## src/rtl/hsltr_pkg.sv

```systemverilog
package hsltr_pkg;

    localparam int FRAC_BITS = 16;
    localparam int HUE_W     = 24;
    localparam int SAT_W     = 17;
    localparam int LEVEL_W   = 8;

    localparam int TURN_W = HUE_W - FRAC_BITS;  // whole turns in the hue
    localparam int HW     = FRAC_BITS + 1;      // wrapped hue, 0..ONE
    localparam int LW     = HUE_W;              // darkened lightness, signed
    localparam int VW     = HUE_W + 2;          // v1 / v2, signed
    localparam int PW     = LW + SAT_W + 2;     // lightness product, signed
    localparam int DW     = VW + 1;             // v2 - v1, signed
    localparam int FW     = FRAC_BITS + 1;      // hue ramp factor, unsigned
    localparam int MW     = DW + FW + 1;        // ramp product, signed
    localparam int XW     = DW + 1;             // channel value, signed

    localparam int NUM_STAGES = 7;

    localparam longint ONE        = 64'sd1 <<< FRAC_BITS;
    localparam longint FIFTH      = (ONE + 2) / 5;
    localparam longint THIRD      = ONE / 3;
    localparam longint TWO_THIRDS = (2 * ONE + 1) / 3;
    localparam longint HALF       = ONE / 2;
    localparam longint SIXTH_CEIL = (ONE + 5) / 6;      // 6*h < ONE  <=> h < this
    localparam longint TT_CEIL    = (2 * ONE + 2) / 3;  // 3*h < 2*ONE <=> h < this

    // hue offset applied by a channel lane
    localparam logic [1:0] SHIFT_UP   = 2'd0;
    localparam logic [1:0] SHIFT_NONE = 2'd1;
    localparam logic [1:0] SHIFT_DOWN = 2'd2;

    typedef struct packed {
        logic [HUE_W-1:0] hue_turns;
        logic [SAT_W-1:0] saturation;
        logic [SAT_W-1:0] lightness;
    } in_t;

    typedef struct packed {
        logic [LEVEL_W-1:0] red_level;
        logic [LEVEL_W-1:0] green_level;
        logic [LEVEL_W-1:0] blue_level;
    } out_t;

    typedef struct packed {
        logic [NUM_STAGES-1:0] load;
    } pipe_ctl_t;

    // shared intermediates handed from the front end to the lanes
    typedef struct packed {
        logic [VW-1:0] v2;
        logic [LW-1:0] light;
        logic [HW-1:0] hue;
    } front_t;

endpackage

```

## src/rtl/hsltr_front.sv

```systemverilog
module hsltr_front (
    input  logic                  aclk,
    input  hsltr_pkg::in_t        in_data,
    input  hsltr_pkg::pipe_ctl_t  ctl,
    output hsltr_pkg::front_t     front
);

    localparam int HUE_W     = hsltr_pkg::HUE_W;
    localparam int SAT_W     = hsltr_pkg::SAT_W;
    localparam int FRAC_BITS = hsltr_pkg::FRAC_BITS;
    localparam int TURN_W    = hsltr_pkg::TURN_W;
    localparam int HW        = hsltr_pkg::HW;
    localparam int LW        = hsltr_pkg::LW;
    localparam int VW        = hsltr_pkg::VW;
    localparam int PW        = hsltr_pkg::PW;

    // stage 1: hue wrap and darkening
    logic [HUE_W-1:0]     hue_m1;
    logic                 wrap;
    logic [TURN_W-1:0]    turns;
    logic [LW-1:0]        dark;
    logic [HW-1:0]        h1_next, h1_reg;
    logic signed [LW-1:0] l1_next, l1_reg;
    logic [SAT_W-1:0]     s1_next, s1_reg;

    always_comb begin
        hue_m1  = in_data.hue_turns - HUE_W'(1);
        wrap    = in_data.hue_turns > HUE_W'(hsltr_pkg::ONE);
        turns   = wrap ? hue_m1[HUE_W-1:FRAC_BITS] : '0;
        h1_next = wrap ? HW'(hue_m1[FRAC_BITS-1:0]) + HW'(1)
                       : in_data.hue_turns[HW-1:0];
        dark    = LW'(turns) * LW'(hsltr_pkg::FIFTH);
        l1_next = $signed(LW'(in_data.lightness)) - $signed(dark);
        s1_next = in_data.saturation;
    end

    always_ff @(posedge aclk) begin
        if (ctl.load[0]) begin
            h1_reg <= h1_next;
            l1_reg <= l1_next;
            s1_reg <= s1_next;
        end
    end

    // stage 2: one product serves both lightness branches
    logic                 lo2_next, lo2_reg;
    logic [SAT_W:0]       mul_op;
    logic signed [PW-1:0] p2_next, p2_reg;
    logic signed [LW-1:0] ls2_next, ls2_reg;
    logic [HW-1:0]        h2_reg;
    logic signed [LW-1:0] l2_reg;

    always_comb begin
        lo2_next = l1_reg < LW'(hsltr_pkg::HALF);
        mul_op   = lo2_next ? (SAT_W+1)'(hsltr_pkg::ONE) + (SAT_W+1)'(s1_reg)
                            : (SAT_W+1)'(s1_reg);
        p2_next  = $signed(PW'(l1_reg)) * $signed(PW'({1'b0, mul_op}));
        ls2_next = l1_reg + $signed(LW'(s1_reg));
    end

    always_ff @(posedge aclk) begin
        if (ctl.load[1]) begin
            lo2_reg <= lo2_next;
            p2_reg  <= p2_next;
            ls2_reg <= ls2_next;
            h2_reg  <= h1_reg;
            l2_reg  <= l1_reg;
        end
    end

    // stage 3: v2, product divided by ONE toward zero
    logic signed [PW-1:0] p_adj;
    logic signed [PW-1:0] p_shr;
    logic signed [VW-1:0] q;
    logic signed [VW-1:0] v2_next, v2_reg;
    logic [HW-1:0]        h3_reg;
    logic signed [LW-1:0] l3_reg;

    always_comb begin
        p_adj   = p2_reg + (p2_reg[PW-1] ? PW'(hsltr_pkg::ONE - 1) : PW'(0));
        p_shr   = p_adj >>> FRAC_BITS;
        q       = VW'(p_shr);
        v2_next = lo2_reg ? q : VW'(ls2_reg) - q;
    end

    always_ff @(posedge aclk) begin
        if (ctl.load[2]) begin
            v2_reg <= v2_next;
            h3_reg <= h2_reg;
            l3_reg <= l2_reg;
        end
    end

    assign front.v2    = v2_reg;
    assign front.light = l3_reg;
    assign front.hue   = h3_reg;

endmodule

```

## config.mk

```make
export PLATFORM = sky130hd
export DESIGN_NAME = hsltr_front
export DESIGN_NICKNAME = d
export VERILOG_FILES = /design/src/rtl/hsltr_pkg.sv /design/src/rtl/hsltr_front.sv
export SDC_FILE = /design/constraint.sdc
export NUM_CORES = 2
export LEC_CHECK = 0
export BUFFER_PORTS_ARGS = -buffer_cell sky130_fd_sc_hd__buf_4
export CAP_MARGIN = 10
export CORE_UTILIZATION = 30
export CTS_CLUSTER_SIZE = 8
export DETAILED_ROUTE_END_ITERATION = 7
export GPL_TIMING_DRIVEN = 0
export SYNTH_ARGS = -nofsm -noshare
export SYNTH_HDL_FRONTEND = slang
export SYNTH_SLANG_ARGS = --single-unit
export TNS_END_PERCENT = 30
```

## constraint.sdc

```tcl
create_clock -name aclk -period 20.2 [get_ports aclk]
set_input_delay 4.04 -clock aclk [delete_from_list [all_inputs] [get_ports aclk]]
set_output_delay 4.04 -clock aclk [all_outputs]
set_load 0.02 [all_outputs]
```

==> impl_metrics.csv <==
group,metric,value,unit
logic_synthesis,synth_area,28600,sq um
logic_synthesis,synthTopCellsByArea,"fa_1, edfxtp_1, ha_1, inv_1, and2_1",
grt,overflow,0,
critical_path,required,20.48,ns
timing,hold_ws,0.411,ns
run,max_cap_violations,0,
placed_design,routabilityCongestion,0.925,
logic_synthesis,async_flop_share,0,%
logic_synthesis,synth_seq_cells,230,
logic_synthesis,avgSynthCellArea,10.2,sq um
logic_synthesis,synth-edff-count,230,
timing,finalCritPeriodShare,52.1,%
cells_and_area,final_nets,3718,
logic_synthesis,netlist_instances,2806,
floorplan,die_h,311,um
logic_synthesis,synth_warnings,0,
detailed_routing,drtAntennaViolNets,0,
cts,cts_hold_buffers,0,
detailed_routing,drt_iter0_drc,1245,
detailed_routing,dr_total_vias,19300,
critical_path,max_stage_delay,0.67,ns
timing,rsz0062_at_grt,"false",
logic_synthesis,synth_nets,3556,
critical_path,regToRegSetupSlack,11.63,ns
detailed_routing,dr.pass1.iters,5,
logic_synthesis,yosys.area.top_type,"fa_1",
critical_path,cp-start-kind,"primary input",
grt,grtUsageTotal,15.3,%
grt,gr-usage-met1,21.3,%
detailed_routing,drt-wirelength-per-cell,17.1,um
floorplan,start_util,30.5,%
grt,grt.met3_usage,2.44,%
cells_and_area,final_cells,4230,
status,run_status,"complete, no violations",
timing,fmax,95.0,MHz
timing,period_minus_slack,10.53,ns
critical_path,timing.rr.end,"p2_reg[40]$_DFFE_PP_",
placed_design,dp_hpwl,60.8,mm
floorplan,rows,112,
cts,cts_made_buffers,35,
logic_synthesis,synth_flop_cell,"edfxtp_1",
logic_synthesis,yosysTopAreaCellShare,31.5,%
critical_path,end_kind,"register",
cells_and_area,area_growth,12.2,%
critical_path,crit_chain,"buf_4, inv_1, ha_1, nor2b_1, and3_1, nand2_1, or4_4, or3_1, a21oi_1, ha_1, fa_1, fa_1, fa_1, inv_1, ha_1, a41oi_1, o21ai_0, a31oi_1, o21ai_0, o21ai_0, o21ai_0, o41ai_1, xnor2_1",
logic_synthesis,synth_seq_area_share,24.1,%
logic_synthesis,synth.distinct_cells,82,
detailed_routing,drt_wl_total,72.5,mm
cts,post_cts_buffers,0,
grt,grt-busiest-layer,"met2",
cts,clockBufferDepth,3,
grt,antenna_found_initial,0,
detailed_routing,drc_errors,0,
hold_path,worstHoldPathType,"reg -> reg",
cts,ctsResizeCount,0,
critical_path,r2r_start,"l1_reg[18]$_DFFE_PP_",
floorplan,core,93900,sq um
cts,cts_num_sinks,230,
grt,grt_pass1_vias,20200,
cts,clk_pin_slew_worst_paths,0.05,ns
cts,cts_tree,"yes",
critical_path,reg2reg_depth,24,
cells_and_area,most-common-layout-cells,"inv_1, fa_1, nand2_1",
critical_path,crit_start,"in_data[35]",
timing,fin_setup_tns,0,ns
critical_path,path_common_cell,"o21ai_0",
cts,htreeDepth,2,
detailed_routing,vias_per_cell,4.56,
timing,worst_slew_pin_slew,1.08,ns
hold_path,min-delay-start,"h2_reg[12]$_DFFE_PP_",
floorplan,dieArea,96700,sq um
floorplan,die_w,311,um
cts,clk_latency,0.56,ns
cells_and_area,layout_commonest_cell,"inv_1",
grt,grt_max_degree,67,
placed_design,dp.cells,4185,
grt,gr-usage-met2,24.2,%
cells_and_area,drive_above_1_share,7.13,%
floorplan,ios,133,
timing,skew,0.0339,ns
critical_path,cp-endpoint,"l1_reg[21]$_DFFE_PP_",
critical_path,crit_path_top_delay_cell,"fa_1",
grt,grt_first_pass_wirelength,115,mm
timing,hold_viol,0,
timing,setup-violations-final,0,
critical_path,crit_fanout,7,
cells_and_area,largest_reg_flops,42,
critical_path,arrival,10.81,ns
timing,relSlewSlack,27.3,%
timing,drv_slew,0,
cts,cts_root_buf,"clkbuf_16",
critical_path,worstSetupPathType,"in -> reg",
placed_design,port_buffers,124,
[logic make-up (layout without fill, tap and decap cells)]
logic type	count (synthesis)	count (layout)	synth area share, %
AND/OR/NAND/NOR	739	739	13.0
other	0	1	0
multiplexers	8	8	0.280
adder cells (fa/ha/maj)	684	684	41.7
AO/OA/AOI/OAI	313	313	7.37
XOR/XNOR	149	149	4.58
buffers and inverters	683	852	8.98
flip-flops	230	230	24.1
[worst min-delay path by stage]
stage / end / depth (start not counted) / slack [ns]
after floorplan: h2_reg[0]$_DFFE_PP_ / 0 / 0.40
after global placement: h3_reg[0]$_DFFE_PP_ / 0 / 0.40
after detailed placement: h2_reg[8]$_DFFE_PP_ / 0 / 0.40
after CTS: h3_reg[12]$_DFFE_PP_ / 0 / 0.41
after global routing: l3_reg[7]$_DFFE_PP_ / 0 / 0.42
final: h3_reg[12]$_DFFE_PP_ / 0 / 0.41
[worst max-delay path: cells and delay by family]
kind                     cells  cell delay [ns]
XOR/XNOR                     1             0.12
adder cells (fa/ha/maj)      6             2.47
AO/OA/AOI/OAI                8             2.24
AND/OR/NAND/NOR              5             1.67
buffers and inverters        3             0.26
[per-layer routing]
| metal | vias to the layer above | wire (um) |
|---|---|---|
| li1 | 9173 | - |
| met1 | 9520 | 33700 |
| met2 | 514 | 32300 |
| met3 | 97 | 4470 |
| met4 | 0 | 1960 |
| met5 | - | 0 |
[through the flow]
step | util [%] | worst slack, ns | area [sq um]
after CTS | 34.2 | 9.60 | 32100
after global placement | 33.2 | 9.03 | 31100
after floorplan | - | 10.22 | 28600
final | 34.2 | 9.67 | 32100
after global routing | 34.2 | 9.19 | 32100
after detailed placement | 33.2 | 9.04 | 31200
[synth_stat cells (all sizes together), types with 6 or more instances]
| library cell | number |
|---|---|
| edfxtp | 230 |
| nand4 | 14 |
| or2 | 8 |
| a21boi | 7 |
| a211oi | 13 |
| fa | 451 |
| ha | 233 |
| xor2 | 43 |
| a41oi | 6 |
| nand3 | 29 |
| a21oi | 97 |
| inv | 601 |
| nor2b | 17 |
| clkbuf | 77 |
| a21o | 35 |
| nor4 | 7 |
| and2 | 186 |
| o21bai | 15 |
| a31oi | 10 |
| nor3 | 33 |
| o31ai | 9 |
| nor2 | 105 |
| and3 | 14 |
| nand2 | 279 |
| or4 | 6 |
| or3 | 9 |
| nand2b | 16 |
| o21ai | 64 |
| xnor2 | 106 |
| mux2i | 8 |
| o21a | 14 |
[cell type report]
class                   instances  area (sq um)
fillers                      9625         61800
multi-input cells            1893         19200
flip-flops and latches        230          6910
inverters                     601          2260
well taps                    1254          1570
repair buffers                125           962
clock buffers                  40           895
plain buffers                  82           318
clock inverters                 4          60.1
diodes                          1          2.50
Power is left out: the tool's default activity adds up to more than one toggle a clock period on the data nets, which glitch-free logic cannot reach.
