### src/rtl/hsltr_pkg.sv
package hsltr_pkg;

    localparam int FRAC_BITS = 16;
    localparam int HUE_W     = 24;
    localparam int SAT_W     = 17;
    localparam int LEVEL_W   = 8;

    localparam int TURN_W = HUE_W - FRAC_BITS;  // whole turns in the hue
    localparam int HW     = FRAC_BITS + 1;      // wrapped hue, 0..ONE
    localparam int LW     = HUE_W;              // darkened lightness, signed
    localparam int VW     = HUE_W + 2;          // v1 / v2, signed
    localparam int PW     = LW + SAT_W + 2;     // lightness product, signed
    localparam int DW     = VW + 1;             // v2 - v1, signed
    localparam int FW     = FRAC_BITS + 1;      // hue ramp factor, unsigned
    localparam int MW     = DW + FW + 1;        // ramp product, signed
    localparam int XW     = DW + 1;             // channel value, signed

    localparam int NUM_STAGES = 7;

    localparam longint ONE        = 64'sd1 <<< FRAC_BITS;
    localparam longint FIFTH      = (ONE + 2) / 5;
    localparam longint THIRD      = ONE / 3;
    localparam longint TWO_THIRDS = (2 * ONE + 1) / 3;
    localparam longint HALF       = ONE / 2;
    localparam longint SIXTH_CEIL = (ONE + 5) / 6;      // 6*h < ONE  <=> h < this
    localparam longint TT_CEIL    = (2 * ONE + 2) / 3;  // 3*h < 2*ONE <=> h < this

    // hue offset applied by a channel lane
    localparam logic [1:0] SHIFT_UP   = 2'd0;
    localparam logic [1:0] SHIFT_NONE = 2'd1;
    localparam logic [1:0] SHIFT_DOWN = 2'd2;

    typedef struct packed {
        logic [HUE_W-1:0] hue_turns;
        logic [SAT_W-1:0] saturation;
        logic [SAT_W-1:0] lightness;
    } in_t;

    typedef struct packed {
        logic [LEVEL_W-1:0] red_level;
        logic [LEVEL_W-1:0] green_level;
        logic [LEVEL_W-1:0] blue_level;
    } out_t;

    typedef struct packed {
        logic [NUM_STAGES-1:0] load;
    } pipe_ctl_t;

    // shared intermediates handed from the front end to the lanes
    typedef struct packed {
        logic [VW-1:0] v2;
        logic [LW-1:0] light;
        logic [HW-1:0] hue;
    } front_t;

endpackage

### src/rtl/hsltr_lane.sv
module hsltr_lane (
    input  logic                          aclk,
    input  hsltr_pkg::pipe_ctl_t          ctl,
    input  hsltr_pkg::front_t             front,
    input  logic [1:0]                    shift_sel,
    output logic [hsltr_pkg::LEVEL_W-1:0] level
);

    localparam int FRAC_BITS = hsltr_pkg::FRAC_BITS;
    localparam int LEVEL_W   = hsltr_pkg::LEVEL_W;
    localparam int HW        = hsltr_pkg::HW;
    localparam int VW        = hsltr_pkg::VW;
    localparam int DW        = hsltr_pkg::DW;
    localparam int FW        = hsltr_pkg::FW;
    localparam int MW        = hsltr_pkg::MW;
    localparam int XW        = hsltr_pkg::XW;
    localparam int SW        = HW + 2;  // offset hue before wrap, signed

    localparam logic [1:0] RG_RISE = 2'd0;
    localparam logic [1:0] RG_HIGH = 2'd1;
    localparam logic [1:0] RG_FALL = 2'd2;
    localparam logic [1:0] RG_LOW  = 2'd3;

    // stage 4: hue offset, region, ramp factor, v1 and v2 - v1
    logic signed [SW-1:0] hue_off;
    logic signed [SW-1:0] hue_raw;
    logic [HW-1:0]        hue_w;
    logic [FW-1:0]        fall_base;
    logic signed [VW-1:0] l_ext;
    logic signed [VW-1:0] v2_in;
    logic [1:0]           rg4_next, rg4_reg;
    logic [FW-1:0]        fac4_next, fac4_reg;
    logic signed [VW-1:0] v1_4_next, v1_4_reg;
    logic signed [VW-1:0] v2_4_reg;
    logic signed [DW-1:0] diff4_next, diff4_reg;

    always_comb begin
        unique case (shift_sel)
            hsltr_pkg::SHIFT_UP:   hue_off = SW'(hsltr_pkg::THIRD);
            hsltr_pkg::SHIFT_DOWN: hue_off = -SW'(hsltr_pkg::THIRD);
            default:               hue_off = '0;
        endcase
        hue_raw = $signed(SW'(front.hue)) + hue_off;
        if (hue_raw < 0) begin
            hue_w = HW'(hue_raw + SW'(hsltr_pkg::ONE));
        end else if (hue_raw > SW'(hsltr_pkg::ONE)) begin
            hue_w = HW'(hue_raw - SW'(hsltr_pkg::ONE));
        end else begin
            hue_w = HW'(hue_raw);
        end

        fall_base = FW'(hsltr_pkg::TWO_THIRDS) - FW'(hue_w);
        if (hue_w < HW'(hsltr_pkg::SIXTH_CEIL)) begin
            rg4_next  = RG_RISE;
            fac4_next = FW'(hue_w) * FW'(6);
        end else if (hue_w < HW'(hsltr_pkg::HALF)) begin
            rg4_next  = RG_HIGH;
            fac4_next = '0;
        end else if (hue_w < HW'(hsltr_pkg::TT_CEIL)) begin
            rg4_next  = RG_FALL;
            fac4_next = fall_base * FW'(6);
        end else begin
            rg4_next  = RG_LOW;
            fac4_next = '0;
        end

        l_ext      = VW'($signed(front.light));
        v2_in      = $signed(front.v2);
        v1_4_next  = (l_ext <<< 1) - v2_in;
        diff4_next = (DW'(v2_in) - DW'(l_ext)) <<< 1;
    end

    always_ff @(posedge aclk) begin
        if (ctl.load[3]) begin
            rg4_reg   <= rg4_next;
            fac4_reg  <= fac4_next;
            v1_4_reg  <= v1_4_next;
            v2_4_reg  <= v2_in;
            diff4_reg <= diff4_next;
        end
    end

    // stage 5: ramp product
    logic signed [MW-1:0] prod5_next, prod5_reg;
    logic signed [VW-1:0] v1_5_reg, v2_5_reg;
    logic [1:0]           rg5_reg;

    assign prod5_next = $signed(MW'(diff4_reg)) * $signed(MW'({1'b0, fac4_reg}));

    always_ff @(posedge aclk) begin
        if (ctl.load[4]) begin
            prod5_reg <= prod5_next;
            v1_5_reg  <= v1_4_reg;
            v2_5_reg  <= v2_4_reg;
            rg5_reg   <= rg4_reg;
        end
    end

    // stage 6: channel value
    logic signed [MW-1:0] prod_adj;
    logic signed [MW-1:0] prod_shr;
    logic signed [XW-1:0] x6_next, x6_reg;

    always_comb begin
        prod_adj = prod5_reg + (prod5_reg[MW-1] ? MW'(hsltr_pkg::ONE - 1) : MW'(0));
        prod_shr = prod_adj >>> FRAC_BITS;
        case (rg5_reg)
            RG_RISE, RG_FALL: x6_next = XW'(v1_5_reg) + XW'(prod_shr);
            RG_HIGH:          x6_next = XW'(v2_5_reg);
            default:          x6_next = XW'(v1_5_reg);
        endcase
    end

    always_ff @(posedge aclk) begin
        if (ctl.load[5]) begin
            x6_reg <= x6_next;
        end
    end

    // stage 7: scale by 255, truncate, clamp
    logic [XW+LEVEL_W-1:0] scaled;
    logic [XW+LEVEL_W-1:0] scaled_q;
    logic [LEVEL_W-1:0]    level7_next, level7_reg;

    always_comb begin
        scaled   = {x6_reg, LEVEL_W'(0)} - (XW+LEVEL_W)'(unsigned'(x6_reg));
        scaled_q = scaled >> FRAC_BITS;
        if (x6_reg[XW-1]) begin
            level7_next = '0;
        end else if (|scaled_q[XW+LEVEL_W-1:LEVEL_W]) begin
            level7_next = '1;
        end else begin
            level7_next = scaled_q[LEVEL_W-1:0];
        end
    end

    always_ff @(posedge aclk) begin
        if (ctl.load[6]) begin
            level7_reg <= level7_next;
        end
    end

    assign level = level7_reg;

endmodule

### config.mk
export PLATFORM = sky130hd
export DESIGN_NAME = hsltr_lane
export DESIGN_NICKNAME = d
export VERILOG_FILES = /design/src/rtl/hsltr_pkg.sv /design/src/rtl/hsltr_lane.sv
export SDC_FILE = /design/constraint.sdc
export NUM_CORES = 2
export LEC_CHECK = 0
export BUFFER_PORTS_ARGS = -buffer_cell sky130_fd_sc_hd__buf_2
export CORE_ASPECT_RATIO = 1.75
export CORE_MARGIN = 8
export CORE_UTILIZATION = 60
export DETAILED_ROUTE_END_ITERATION = 8
export PLACE_DENSITY = 0.79
export SYNTH_ARGS = -nofsm -noshare
export SYNTH_HDL_FRONTEND = slang
export SYNTH_SLANG_ARGS = --single-unit
### constraint.sdc
create_clock -name aclk -period 10 [get_ports aclk]
set_clock_uncertainty 0.1 [all_clocks]
set_input_delay 0.5 -clock aclk [delete_from_list [all_inputs] [get_ports aclk]]
set_output_delay 0.5 -clock aclk [all_outputs]
set_load 0.02 [all_outputs]
==> impl_metrics.env <==
export IMPL_status="completed"
export IMPL_grtUsageTotal_pct=25.3
export IMPL_cap_violations=0
export IMPL_areaGrowthSynthToFinish_pct=5.50
export IMPL_grt_pass1_vias=26000
export IMPL_seq_area_frac_synth_pct=21.3
export IMPL_reg2reg_slack_ns=2.09
export IMPL_final_common_cell="inv_1"
export IMPL_dp_hpwl_um=60500
export IMPL_met3_usage_pct=2.29
export IMPL_drive_gt1_share_pct=5.51
export IMPL_fmax_ghz=0.126
export IMPL_crit_fanout=26
export IMPL_whs_endpoint="v2_4_reg[25]$_DFFE_PP_"
export IMPL_min_period_over_period_pct=79.1
export IMPL_critPathCaptureType="flop"
export IMPL_worstPathRequired_ns=10.19
export IMPL_clock_tree_buffer_depth=3
export IMPL_fin_nets=4162
export IMPL_slowest_delay_ns=1.16
export IMPL_syn_avg_cell_area_um2=9.51
export IMPL_async_flop_share_pct=0
export IMPL_final_cell_mix="inv_1, fa_1, ha_1"
export IMPL_grtUsageMet1_pct=24.9
export IMPL_worstSkewPairLatency_ns=0.54
export IMPL_grt_setup_unrepaired="no"
export IMPL_synth_fp_nets=4146
export IMPL_clock_sinks=227
export IMPL_dieArea_um2=61200
export IMPL_holdPathStages=1
export IMPL_hold_buffers=0
export IMPL_yosys_most_used_dff="edfxtp_1"
export IMPL_reg2reg_from="fac4_reg[4]$_DFFE_PP_"
export IMPL_vias=23700
export IMPL_rows=112
export IMPL_final_core_util_pct=63.7
export IMPL_grt_pass1_wl_um=124000
export IMPL_worstMarginPinSlew_ns=1.23
export IMPL_crit_slowest_cell="edfxtp_1"
export IMPL_synth_edf_count=227
export IMPL_worstSetupPathType="flop to flop"
export IMPL_cpMostUsedCell="fa_1"
export IMPL_die_x_um=191
export IMPL_synth_distinct_cells=98
export IMPL_gr_usage_met2_pct=48.7
export IMPL_crit_chain="nand2_1 -> fa_1 -> fa_1 -> inv_1 -> fa_1 -> fa_1 -> fa_1 -> inv_1 -> fa_1 -> inv_1 -> ha_1 -> a41o_1 -> a21oi_1 -> o21ai_0 -> and3_1 -> a221o_1 -> nor2_1 -> a21oi_1 -> a221o_1 -> a31o_2 -> a31oi_1 -> xnor2_1"
export IMPL_start_kind="flop"
export IMPL_whs_ns=0.0678
export IMPL_setup_viol=0
export IMPL_core_um2=53000
export IMPL_synthesis_area_um2=32000
export IMPL_grt_antenna_before_repair=3
export IMPL_cts_max_level=1
export IMPL_wire_per_inst_um=18.5
export IMPL_start_util_pct=60.4
export IMPL_fp_dieH_um=321
export IMPL_vias_per_cell=5.80
export IMPL_portBuffers=81
export IMPL_grt_ovfl_total=0
export IMPL_cts_buffers=22
export IMPL_cts_setup_buffers=0
export IMPL_route_detailed_drc=0
export IMPL_wl_um=75700
export IMPL_worstPathArrival_ns=8.09
export IMPL_fillCellCount=4227
export IMPL_synth_cells=3363
export IMPL_clk_pin_slew_worst_paths_ns=0.07
export IMPL_max_slew_margin_pct=17.8
export IMPL_ant_nets=0
export IMPL_slew_violations=0
export IMPL_hp_class="input port to flop"
export IMPL_cts_tree="done"
export IMPL_ys_ff_latch=227
export IMPL_ys_warn_count=0
export IMPL_grt_start_max_net_pins=64
export IMPL_fin_crit_ns=7.91
export IMPL_drtIter0Drc=1277
export IMPL_reg2reg_to="prod5_reg[38]$_DFFE_PP_"
export IMPL_first_pass_iters=5
export IMPL_gp_congestion=0.963
export IMPL_hold_viol_final=0
export IMPL_grt_busiest_layer="met2"
export IMPL_root_buffer="clkbuf_16"
export IMPL_hold_path_startpoint="front[66]"
export IMPL_io_pins=85
export IMPL_post_cts_resized=0
export IMPL_finalSetupTns_ns=0
export IMPL_largest_reg_flops=43
export IMPL_r2r_cells=22
==> synthesized netlist by cell type, drive strengths merged, types with 14 or more instances <==
cell | instances | area (um2)
a21oi | 150 | 762
nor3 | 33 | 165
or3 | 17 | 111
and2 | 268 | 1680
a31oi | 19 | 125
o22ai | 14 | 106
clkbuf | 82 | 309
nand3 | 40 | 200
nor2 | 124 | 475
o21bai | 17 | 131
nor2b | 25 | 156
nand2b | 29 | 181
and3 | 21 | 131
inv | 696 | 2620
xor2 | 54 | 473
fa | 410 | 8210
mux2i | 26 | 264
nand4 | 22 | 138
edfxtp | 227 | 6820
ha | 296 | 3700
o21a | 38 | 285
nand2 | 257 | 967
a21o | 62 | 465
buf | 19 | 101
xnor2 | 140 | 1260
o21ai | 98 | 505
a211oi | 19 | 143
==> final cells by class <==
cell class,instances,area (um2),share of cell area [%]
clock buffers,22,551,1.63
inverters,697,2620,7.76
clock inverters,17,249,0.738
diodes,5,12.5,0.0371
flip-flops and latches,227,6820,20.2
well taps,684,856,2.54
repair buffers,93,500,1.48
multi-input cells,2338,22100,65.6
==> cell families (layout without fill, tap and decap cells) <==
group	Yosys count	count (layout)	synth area share, %
AOI/OAI and AO/OA	527	527	11.2
xor gates and xnor gates	196	196	5.56
adders and majority gates	707	707	37.3
buffers and inverters	798	829	9.47
DFF	227	227	21.3
muxes	36	36	1.18
other	0	5	0
and+or+nand+nor	872	872	14.0
==> stage by stage <==
stage	cell area (um2)	worst slack (ns)	instances
after floorplan	32000	3.14	3363
after global placement	32900	2.25	4039
after detailed placement	32900	2.14	4039
after CTS	33700	2.14	4078
after global routing	33700	1.85	4080
final	33700	2.09	4083
==> worst max path at each step <==
stage | startpoint | endpoint | slack (ns) | cells past startpoint
final | fac4_reg[4]$_DFFE_PP_ | prod5_reg[38]$_DFFE_PP_ | 2.09 | 22
after global routing | fac4_reg[4]$_DFFE_PP_ | prod5_reg[38]$_DFFE_PP_ | 1.85 | 22
after CTS | fac4_reg[4]$_DFFE_PP_ | prod5_reg[38]$_DFFE_PP_ | 2.14 | 22
after detailed placement | fac4_reg[4]$_DFFE_PP_ | prod5_reg[38]$_DFFE_PP_ | 2.14 | 22
after global placement | fac4_reg[3]$_DFFE_PP_ | prod5_reg[38]$_DFFE_PP_ | 2.25 | 22
after floorplan | fac4_reg[9]$_DFFE_PP_ | prod5_reg[38]$_DFFE_PP_ | 3.14 | 26
==> metal layers <==
layer	share of wire, %	up-vias	wire, um
met4	7.5	0	5700
met2	54	804	41100
met1	33	11700	25100
met5	0	-	0
li1	-	10900	-
met3	5.0	304	3760
==> critical path, delay by kind of cell (launching register included) <==
family	cells	cell delay (ns)
compound gates	8	2.08
xor+xnor	1	0.09
fa+ha+maj	7	3.42
buf+inv	3	0.18
flops	1	1.16
simple gates	3	0.62
Power is left out: the tool's default activity adds up to more than one toggle a clock period on the data nets, which glitch-free logic cannot reach.
