--- src/rtl/hsltr_pkg.sv ---
package hsltr_pkg;

    localparam int FRAC_BITS = 16;
    localparam int HUE_W     = 24;
    localparam int SAT_W     = 17;
    localparam int LEVEL_W   = 8;

    localparam int TURN_W = HUE_W - FRAC_BITS;  // whole turns in the hue
    localparam int HW     = FRAC_BITS + 1;      // wrapped hue, 0..ONE
    localparam int LW     = HUE_W;              // darkened lightness, signed
    localparam int VW     = HUE_W + 2;          // v1 / v2, signed
    localparam int PW     = LW + SAT_W + 2;     // lightness product, signed
    localparam int DW     = VW + 1;             // v2 - v1, signed
    localparam int FW     = FRAC_BITS + 1;      // hue ramp factor, unsigned
    localparam int MW     = DW + FW + 1;        // ramp product, signed
    localparam int XW     = DW + 1;             // channel value, signed

    localparam int NUM_STAGES = 7;

    localparam longint ONE        = 64'sd1 <<< FRAC_BITS;
    localparam longint FIFTH      = (ONE + 2) / 5;
    localparam longint THIRD      = ONE / 3;
    localparam longint TWO_THIRDS = (2 * ONE + 1) / 3;
    localparam longint HALF       = ONE / 2;
    localparam longint SIXTH_CEIL = (ONE + 5) / 6;      // 6*h < ONE  <=> h < this
    localparam longint TT_CEIL    = (2 * ONE + 2) / 3;  // 3*h < 2*ONE <=> h < this

    // hue offset applied by a channel lane
    localparam logic [1:0] SHIFT_UP   = 2'd0;
    localparam logic [1:0] SHIFT_NONE = 2'd1;
    localparam logic [1:0] SHIFT_DOWN = 2'd2;

    typedef struct packed {
        logic [HUE_W-1:0] hue_turns;
        logic [SAT_W-1:0] saturation;
        logic [SAT_W-1:0] lightness;
    } in_t;

    typedef struct packed {
        logic [LEVEL_W-1:0] red_level;
        logic [LEVEL_W-1:0] green_level;
        logic [LEVEL_W-1:0] blue_level;
    } out_t;

    typedef struct packed {
        logic [NUM_STAGES-1:0] load;
    } pipe_ctl_t;

    // shared intermediates handed from the front end to the lanes
    typedef struct packed {
        logic [VW-1:0] v2;
        logic [LW-1:0] light;
        logic [HW-1:0] hue;
    } front_t;

endpackage

--- src/rtl/hsltr_ctrl.sv ---
module hsltr_ctrl (
    input  logic                  aclk,
    input  logic                  aresetn,
    input  logic                  s_valid,
    output logic                  s_ready,
    output logic                  m_valid,
    input  logic                  m_ready,
    output hsltr_pkg::pipe_ctl_t  ctl
);

    localparam int N = hsltr_pkg::NUM_STAGES;

    logic [N-1:0] valid_reg;
    logic [N-1:0] valid_next;
    logic [N-1:0] upstream;
    logic [N:0]   rdy;

    // a stage takes new data when it is empty or its successor moves on
    always_comb begin
        rdy[N] = m_ready;
        for (int i = N - 1; i >= 0; i--) begin
            rdy[i] = !valid_reg[i] || rdy[i+1];
        end
    end

    assign upstream = {valid_reg[N-2:0], s_valid};

    always_comb begin
        for (int i = 0; i < N; i++) begin
            valid_next[i] = rdy[i] ? upstream[i] : valid_reg[i];
        end
    end

    always_ff @(posedge aclk) begin
        if (!aresetn) begin
            valid_reg <= '0;
        end else begin
            valid_reg <= valid_next;
        end
    end

    assign ctl.load = rdy[N-1:0];
    assign s_ready  = rdy[0];
    assign m_valid  = valid_reg[N-1];

endmodule

--- config.mk ---
export PLATFORM = sky130hd
export DESIGN_NAME = hsltr_ctrl
export DESIGN_NICKNAME = d
export VERILOG_FILES = /design/src/rtl/hsltr_pkg.sv /design/src/rtl/hsltr_ctrl.sv
export SDC_FILE = /design/constraint.sdc
export NUM_CORES = 1
export LEC_CHECK = 0
export ABC_AREA = 0
export BUFFER_PORTS_ARGS = -buffer_cell sky130_fd_sc_hd__buf_2
export CAP_MARGIN = 20
export CORE_AREA = 2 2 39 41
export CTS_BUF_LIST = sky130_fd_sc_hd__clkbuf_8
export DETAILED_ROUTE_END_ITERATION = 8
export DIE_AREA = 0 0 41 43
export PLACE_DENSITY = 0.44
export SKIP_LAST_GASP = 1
export SYNTH_ARGS = -nofsm -noshare
export SYNTH_HDL_FRONTEND = slang
export SYNTH_SLANG_ARGS = --single-unit
--- constraint.sdc ---
create_clock -name aclk -period 2.4 [get_ports aclk]
set_clock_uncertainty 0.15 [all_clocks]
set_input_delay 0.48 -clock aclk [delete_from_list [all_inputs] [get_ports aclk]]
set_output_delay 0.48 -clock aclk [all_outputs]
set_load 0.02 [all_outputs]
==> results of run 1 <==
==> metrics by stage <==
step                setup slack, ns  utilization, %  std cells  hold slack (ns)
finish                        0.466            29.9         63            0.299
global placement              0.436            26.7         59            0.293
CTS                           0.418            29.9         63            0.302
floorplan                     0.459               -         32            0.273
detailed placement            0.439            26.7         59            0.296
global route                  0.353            29.9         63            0.333
==> worst reg2reg max path, stage by stage (launching register included) <==
cell and delay [ns]:
dfxtp_1 0.40, nand4b_4 0.16, nor3_1 0.28, o21a_1 0.14
==> power groups by stage <==
stage / Combinational, uW / Clock [uW] / Sequential [uW]
after detailed placement: 8.87 / 0 / 123
after global placement: 9.04 / 0 / 123
after CTS: 8.95 / 170 / 121
after global routing: 9.81 / 179 / 122
after floorplan: 4.36 / 0 / 123
final: 8.78 / 163 / 121
==> worst max path at each step <==
stage	end	depth (start not counted)
floorplan	ctl[0]	4
global placement	ctl[0]	5
detailed placement	ctl[0]	5
CTS	ctl[0]	4
global route	ctl[0]	4
finish	s_ready	4
==> layer usage <==
| metal | GRT usage, % | routed length (um) | up-vias |
|---|---|---|---|
| met3 | 7.85 | 59 | 2 |
| met2 | 9.69 | 221 | 12 |
| met4 | 6.00 | 10 | 0 |
| met1 | 8.06 | 230 | 112 |
| met5 | 0 | 0 | - |
| li1 | - | - | 132 |
==> cell usage after synthesis (all sizes together) <==
cell    number  area [sq um]
o21a         3          22.5
a21boi       2          18.8
dfxtp        7           140
nor3         1          5.00
a21oi        1          5.00
inv          5          18.8
nand2        6          22.5
nor2b        2          12.5
or2          1          8.76
nor2         1          3.75
o31ai        1          7.51
nand4b       1          23.8
buf          1          7.51
==> layout make-up <==
class	count	area, sq um	share of cell area (%)
clock buffers	3	41.3	9.97
clock inverters	1	3.75	0.906
inverters	5	18.8	4.53
multi-input cells	19	130	31.4
flip-flops and latches	7	140	33.8
well taps	16	20.0	4.83
repair buffers	12	60.1	14.5
==> kinds of logic (layout without fill, tap and decap cells) <==
logic type / count (synthesis) / in the layout / synth area share [%]
buffers and inverters: 6 / 21 / 8.86
DFF: 7 / 7 / 47.3
and+or+nand+nor: 12 / 12 / 25.7
AOI/OAI and AO/OA: 7 / 7 / 18.1
==> cells in the final DEF (no fill, tap or decap) <==
master    count
clkbuf_8      3
a21boi_2      1
or2_4         1
o31ai_1       1
nand2_1       6
a21boi_0      1
nor3_1        1
buf_2        12
nor2_1        1
dfxtp_1       7
nand4b_4      1
nor2b_1       2
a21oi_1       1
o21a_1        3
inv_1         6
==> out/qor.txt, run 1 <==
critical-path maximum fanout - 6
Tmin final - 1.93 ns
Yosys warnings - 0
clock tree buffer depth - 2
first-pass GRT wire length - 841 um
CTS tree - built
Max-slew headroom - 83.1%
routed vias - 258
syn_area_per_cell - 9.27 sq um
DR WL/cell - 8.29 um
core area - 1380 sq um
Clock Pin Slew Worst Setup and Hold Paths - 0.04 ns
CP endpoint kind - output port
register share of total power - 41.4%
Vias/cell - 4.10
Chip Width - 41 um
Worst Path Arrival - 1.30 ns
pwr dens - 707 nW/um^2
port bufs - 12
Combinational Power Share - 3.0%
Net Sw Power - 57.5 uW
final wirelength - 522 um
Final Hold Fails - 0
FF-to-FF setup slack - 1.22 ns
R2R Path Start - valid_reg[5]
distinct cell type count after synthesis - 14
worst hold stages - 2
Mapped Area - 297 sq um
CTS sink cnt - 7
fin. max-slew vios - 0
Die Area - 1760 sq um
Hold Buf Count CTS - 0
post-cts resize count - 0
drt drc - 0
Initial Util - 21.4%
sw frac - 19.6%
largest net degree at the start of global routing - 9
kind of critical path - flip-flop to output port
Hold Path End - valid_reg[3]
crit path launch - valid_reg[5]
Tightest Pin Transition - 0.253 ns
Startpoint Class - flip-flop
cell family with most CP delay - simple AND/OR/NAND/NOR gates
root buf cell - clkbuf_8
register area share after synthesis - 47.3%
CTS H-Tree Depth - 1
placer congestion estimate - 0.659
Power Total - 293 uW
fraction of layout cells with a size suffix above 1 - 38.3%
Peak Freq - 517 MHz
setup TNS - 0 ns
reg-to-reg endpoint - valid_reg[0]
IR drop worst, VDD - 0.365 mV
period utilisation layout - 80.6%
Cells after Synth - 32
Die Y - 43 um
initial antenna violation count - 0
syn_nets - 36
slowest stage cell, crit path - dfxtp_1
Clk pwr share - 55.6%
crit-path cells - nand4b_4 -> nor3_1 -> inv_1 -> buf_2
ANT nets after route - 0
Clock Latency Late Sink - 0.23 ns
Antenna Cells - 0
initial detailed-routing violation count - 2
top-level I/O count - 13
CP max stage delay - 0.40 ns
Hold Crit Class - flip-flop to flip-flop
leak pwr - 0.000180 uW
row cnt - 14
Buf/Inv on CP - 2
FILL cells - 154
unrepaired setup endpoints after global routing - false
Seq cells post-synth - 7
length of the first detailed-routing pass in iterations - 2
DP Area - 369 sq um
post-route cell area - 414 sq um
P_int - 235 uW
min-delay src - valid_reg[2]
vias in the first global route - 208
fin nets - 52
GRT Total Usage - 8.04%
max FFs per register - 7
Congestion Overflow GR - 0
maximum capacitance violations - 0
Reg2Reg Depth - 3
dpl hpwl - 394 um
Post-CTS Setup Inserts - 0
CTS Buf Count - 3
final setup fails - 0
Worst EP required - 1.77 ns
Area growth syn-to-layout - 39.7%
status - finished, final reports clean
Power figures use the tool's default switching activity.
==> inputs of run 2 (changes only) <==
--- a/config.mk
+++ b/config.mk
@@ -5,14 +5,14 @@
 export SDC_FILE = /design/constraint.sdc
 export NUM_CORES = 1
 export LEC_CHECK = 0
-export ABC_AREA = 0
+export ABC_AREA = 1
 export BUFFER_PORTS_ARGS = -buffer_cell sky130_fd_sc_hd__buf_2
 export CAP_MARGIN = 20
 export CORE_AREA = 2 2 39 41
 export CTS_BUF_LIST = sky130_fd_sc_hd__clkbuf_8
 export DETAILED_ROUTE_END_ITERATION = 8
 export DIE_AREA = 0 0 41 43
-export PLACE_DENSITY = 0.44
+export PLACE_DENSITY = 0.45
 export SKIP_LAST_GASP = 1
 export SYNTH_ARGS = -nofsm -noshare
 export SYNTH_HDL_FRONTEND = slang
==> constraint.sdc (replaced) <==
create_clock -name aclk -period 1.7 [get_ports aclk]
set_clock_uncertainty 0.15 [all_clocks]
set_input_delay 0.34 -clock aclk [delete_from_list [all_inputs] [get_ports aclk]]
set_output_delay 0.34 -clock aclk [all_outputs]
set_load 0.02 [all_outputs]
==> run 2 against run 1 <==
  * Synthesized cell count increased by 6.3%
  * Flip-flop and latch count unchanged
  * Global-route usage increased by 0.50 points
  * Core utilization increased by 5.2 points
  * Final area increased by 18%
  * Worst hold slack got worse by 0.089 ns
  * Routed wire length increased by 9.8%
  * Critical path type unchanged
  * Largest cell class unchanged
==> out/qor.txt, run 2 <==
status - finished, final reports clean
ranking of synthesized cells by area - dfxtp_1 47%, inv_1 13%, nand4_4 7.2%
most frequent cells in the layout - 11 x inv_1, 10 x buf_2, 5 x nor2_1, 5 x buf_4
leak pwr - 0.000221 uW (+23%)
root buf cell - clkbuf_8
CP max stage delay - 0.34 ns (-0.06 ns)
Post-synth top cells - 10 x inv_1, 7 x dfxtp_1, 5 x nor2_1, 4 x a21oi_1, 2 x nand2_1
drt drc - 0 (unchanged)
initial detailed-routing violation count - 1 (-1)
core area - 1380 sq um (unchanged)
initial antenna violation count - 0 (unchanged)
Tmin final - 1.65 ns
cell with the most instances after synthesis - inv_1
Power Total - 409 uW (+40%)
Clock Latency Late Sink - 0.22 ns (about the same)
Antenna Cells - 0 (unchanged)
dpl hpwl - 379 um (-3.8%)
final setup fails - 0 (unchanged)
min-delay src - s_valid
pwr dens - 840 nW/um^2 (+19%)
first-pass GRT wire length - 966 um (+15%)
Hold Path End - valid_reg[0]
most common cell after layout, fill and taps aside - inv_1
setup TNS - 0 ns (unchanged)
vias in the first global route - 262 (+26%)
DR WL/cell - 8.07 um (-2.6%)
placer congestion estimate - 0.634 (-3.7%)
critical-path maximum fanout - 5 (-1)
Congestion Overflow GR - 0 (unchanged)
clock tree buffer depth - 2 (unchanged)
largest net degree at the start of global routing - 8 (-1)
unrepaired setup endpoints after global routing - true
dpl cells - 61 (+3.4%)
maximum capacitance violations - 0 (unchanged)
worst hold stages - 3 (+1)
routed vias - 281 (+8.9%)
row cnt - 14 (unchanged)
slowest stage cell, crit path - dfxtp_2
CTS Buf Count - 3 (unchanged)
CTS sink cnt - 7 (unchanged)
Area growth syn-to-layout - 64.8%
Die Y - 43 um (unchanged)
Cells after Synth - 34 (+6.3%)
Mapped Area - 295 sq um (-0.42%)
Reg2Reg Depth - 6 (+3)
fin nets - 60 (+15%)
Yosys warnings - 0 (unchanged)
CP endpoint kind - output port
top-level I/O count - 13 (unchanged)
crit-path cells - nand4_4 -> nor2_4 -> nand4_4 -> buf_6
CTS tree - built
Final Hold Fails - 0 (unchanged)
max FFs per register - 7 (unchanged)
syn_area_per_cell - 8.68 sq um (-6.3%)
reg-to-reg endpoint - valid_reg[3]
GRT Total Usage - 8.54% (+0.50 points)
Worst EP required - 1.21 ns (-0.56 ns)
FILL cells - 146 (-5.2%)
Hold Buf Count CTS - 0 (unchanged)
Worst Hold Slack - 0.210 ns (-0.0887 ns)
register area share after synthesis - 47.5% (+0.20 points)
fraction of layout cells with a size suffix above 1 - 52.7% (+14 points)
final wirelength - 573 um (+9.8%)
ANT nets after route - 0 (unchanged)
distinct cell type count after synthesis - 11 (-3)
Post-synth top flop - dfxtp_1
Initial Util - 21.3% (-0.090 points)
FF-to-FF setup slack - 0.51 ns (-0.71 ns)
Post-synth EDFFs - 0 (unchanged)
Max-slew headroom - 84.5% (+1.4 points)
syn_nets - 38 (+5.6%)
Hold Crit Class - primary input to flip-flop
Clock Pin Slew Worst Setup and Hold Paths - 0.04 ns (about the same)
Chip Width - 41 um (unchanged)
fin. max-slew vios - 0 (unchanged)
top cell type's share of synthesized area - 47.5% (+0.20 points)
ys async rst share - 0% (unchanged)
Layout Utilization - 35.2% (+5.2 points)
Peak Freq - 605 MHz
R2R Path Start - valid_reg[4]
period utilisation layout - 97.2%
Tightest Pin Transition - 0.232 ns (-0.0211 ns)
leading area contributor after synthesis - dfxtp_1
kind of critical path - flip-flop to output port
Startpoint Class - flip-flop
Worst Path Arrival - 1.16 ns (-0.14 ns)
Die Area - 1760 sq um (unchanged)
Seq cells post-synth - 7 (unchanged)
IR drop worst, VDD - 0.668 mV (+83%)
port bufs - 12 (unchanged)
Vias/cell - 3.96 (-3.4%)
Finished Layout Cells - 71 (+13%)
CTS H-Tree Depth - 1 (unchanged)
length of the first detailed-routing pass in iterations - 2 (unchanged)
most frequent CP cell - nand4_4
## run 2: cell types whose count changed in the layout (fill, tap and decap cells not counted), sizes merged, moves of 2 or more
cell and delta:
a21oi +4, nand4 +2, nor2 +5, buf +6, a21boi -2, nor2b -2
o21a -3, nand2 -4, inv +5
## run 2: repair_timing
action / in CTS / in global routing
pin swaps: 1 / 2
gates resized for setup: 5 / 3
hold endpoints to repair: 0 / 0
setup endpoints to repair: 2 / 5
setup buffers: 4 / 2
## run 2: cell type report
| cell class | count | area (sq um) | share of cell area [%] |
|---|---|---|---|
| timing repair buffer | 18 | 121 | 24.9 |
| clock inverter | 1 | 3.75 | 0.771 |
| inverter | 10 | 37.5 | 7.71 |
| clock buffer | 3 | 41.3 | 8.48 |
| multi-input combinational | 16 | 119 | 24.4 |
| tap | 16 | 20.0 | 4.11 |
| sequential | 7 | 144 | 29.6 |
## run 2: worst max-delay path, delay by kind of cell, from the launching register on
kind,cells,cell delay (ns)
and+or+nand+nor,3,0.44
DFF,1,0.34
buffers and inverters,1,0.16
## run 2: stage by stage
step                      instance area, sq um  setup WS [ns]
after floorplan                            297         0.0224
after global placement                     369          0.103
after detailed placement                   369          0.107
after CTS                                  460        0.00398
after global routing                       487        -0.0285
final                                      487         0.0468
## run 2: kinds of logic after synthesis
logic type | synth area share (%)
buffers and inverters | 15.3
flip-flops | 47.5
AO/OA/AOI/OAI | 9.75
AND/OR/NAND/NOR | 27.5
## run 2: report_power, final
group	switching [uW]	internal, uW
Combinational	7.45	5.55
Sequential	4.12	169
Clock	67.2	156
Total	78.7	330
## run 2: layer usage
layer / global-route usage, % / share of wire, % / vias to the layer above
met1: 8.06 / 38 / 124
met3: 7.85 / 9.8 / 0
met4: 2.00 / 0 / 0
met2: 13.1 / 52 / 12
met5: 0 / 0 / -
li1: - / - / 145
## run 2: worst max path at each step
stage | depth (start not counted) | slack, ns | to | from
2_1_floorplan | 4 | 0.02 | ctl[0] | valid_reg[6]
3_3_place_gp | 6 | 0.10 | s_ready | m_ready
3_5_place_dp | 6 | 0.11 | ctl[0] | m_ready
4_1_cts | 5 | 0.004 | ctl[3] | valid_reg[6]
5_1_grt | 4 | -0.03 | ctl[0] | valid_reg[4]
6_report | 4 | 0.05 | s_ready | valid_reg[4]
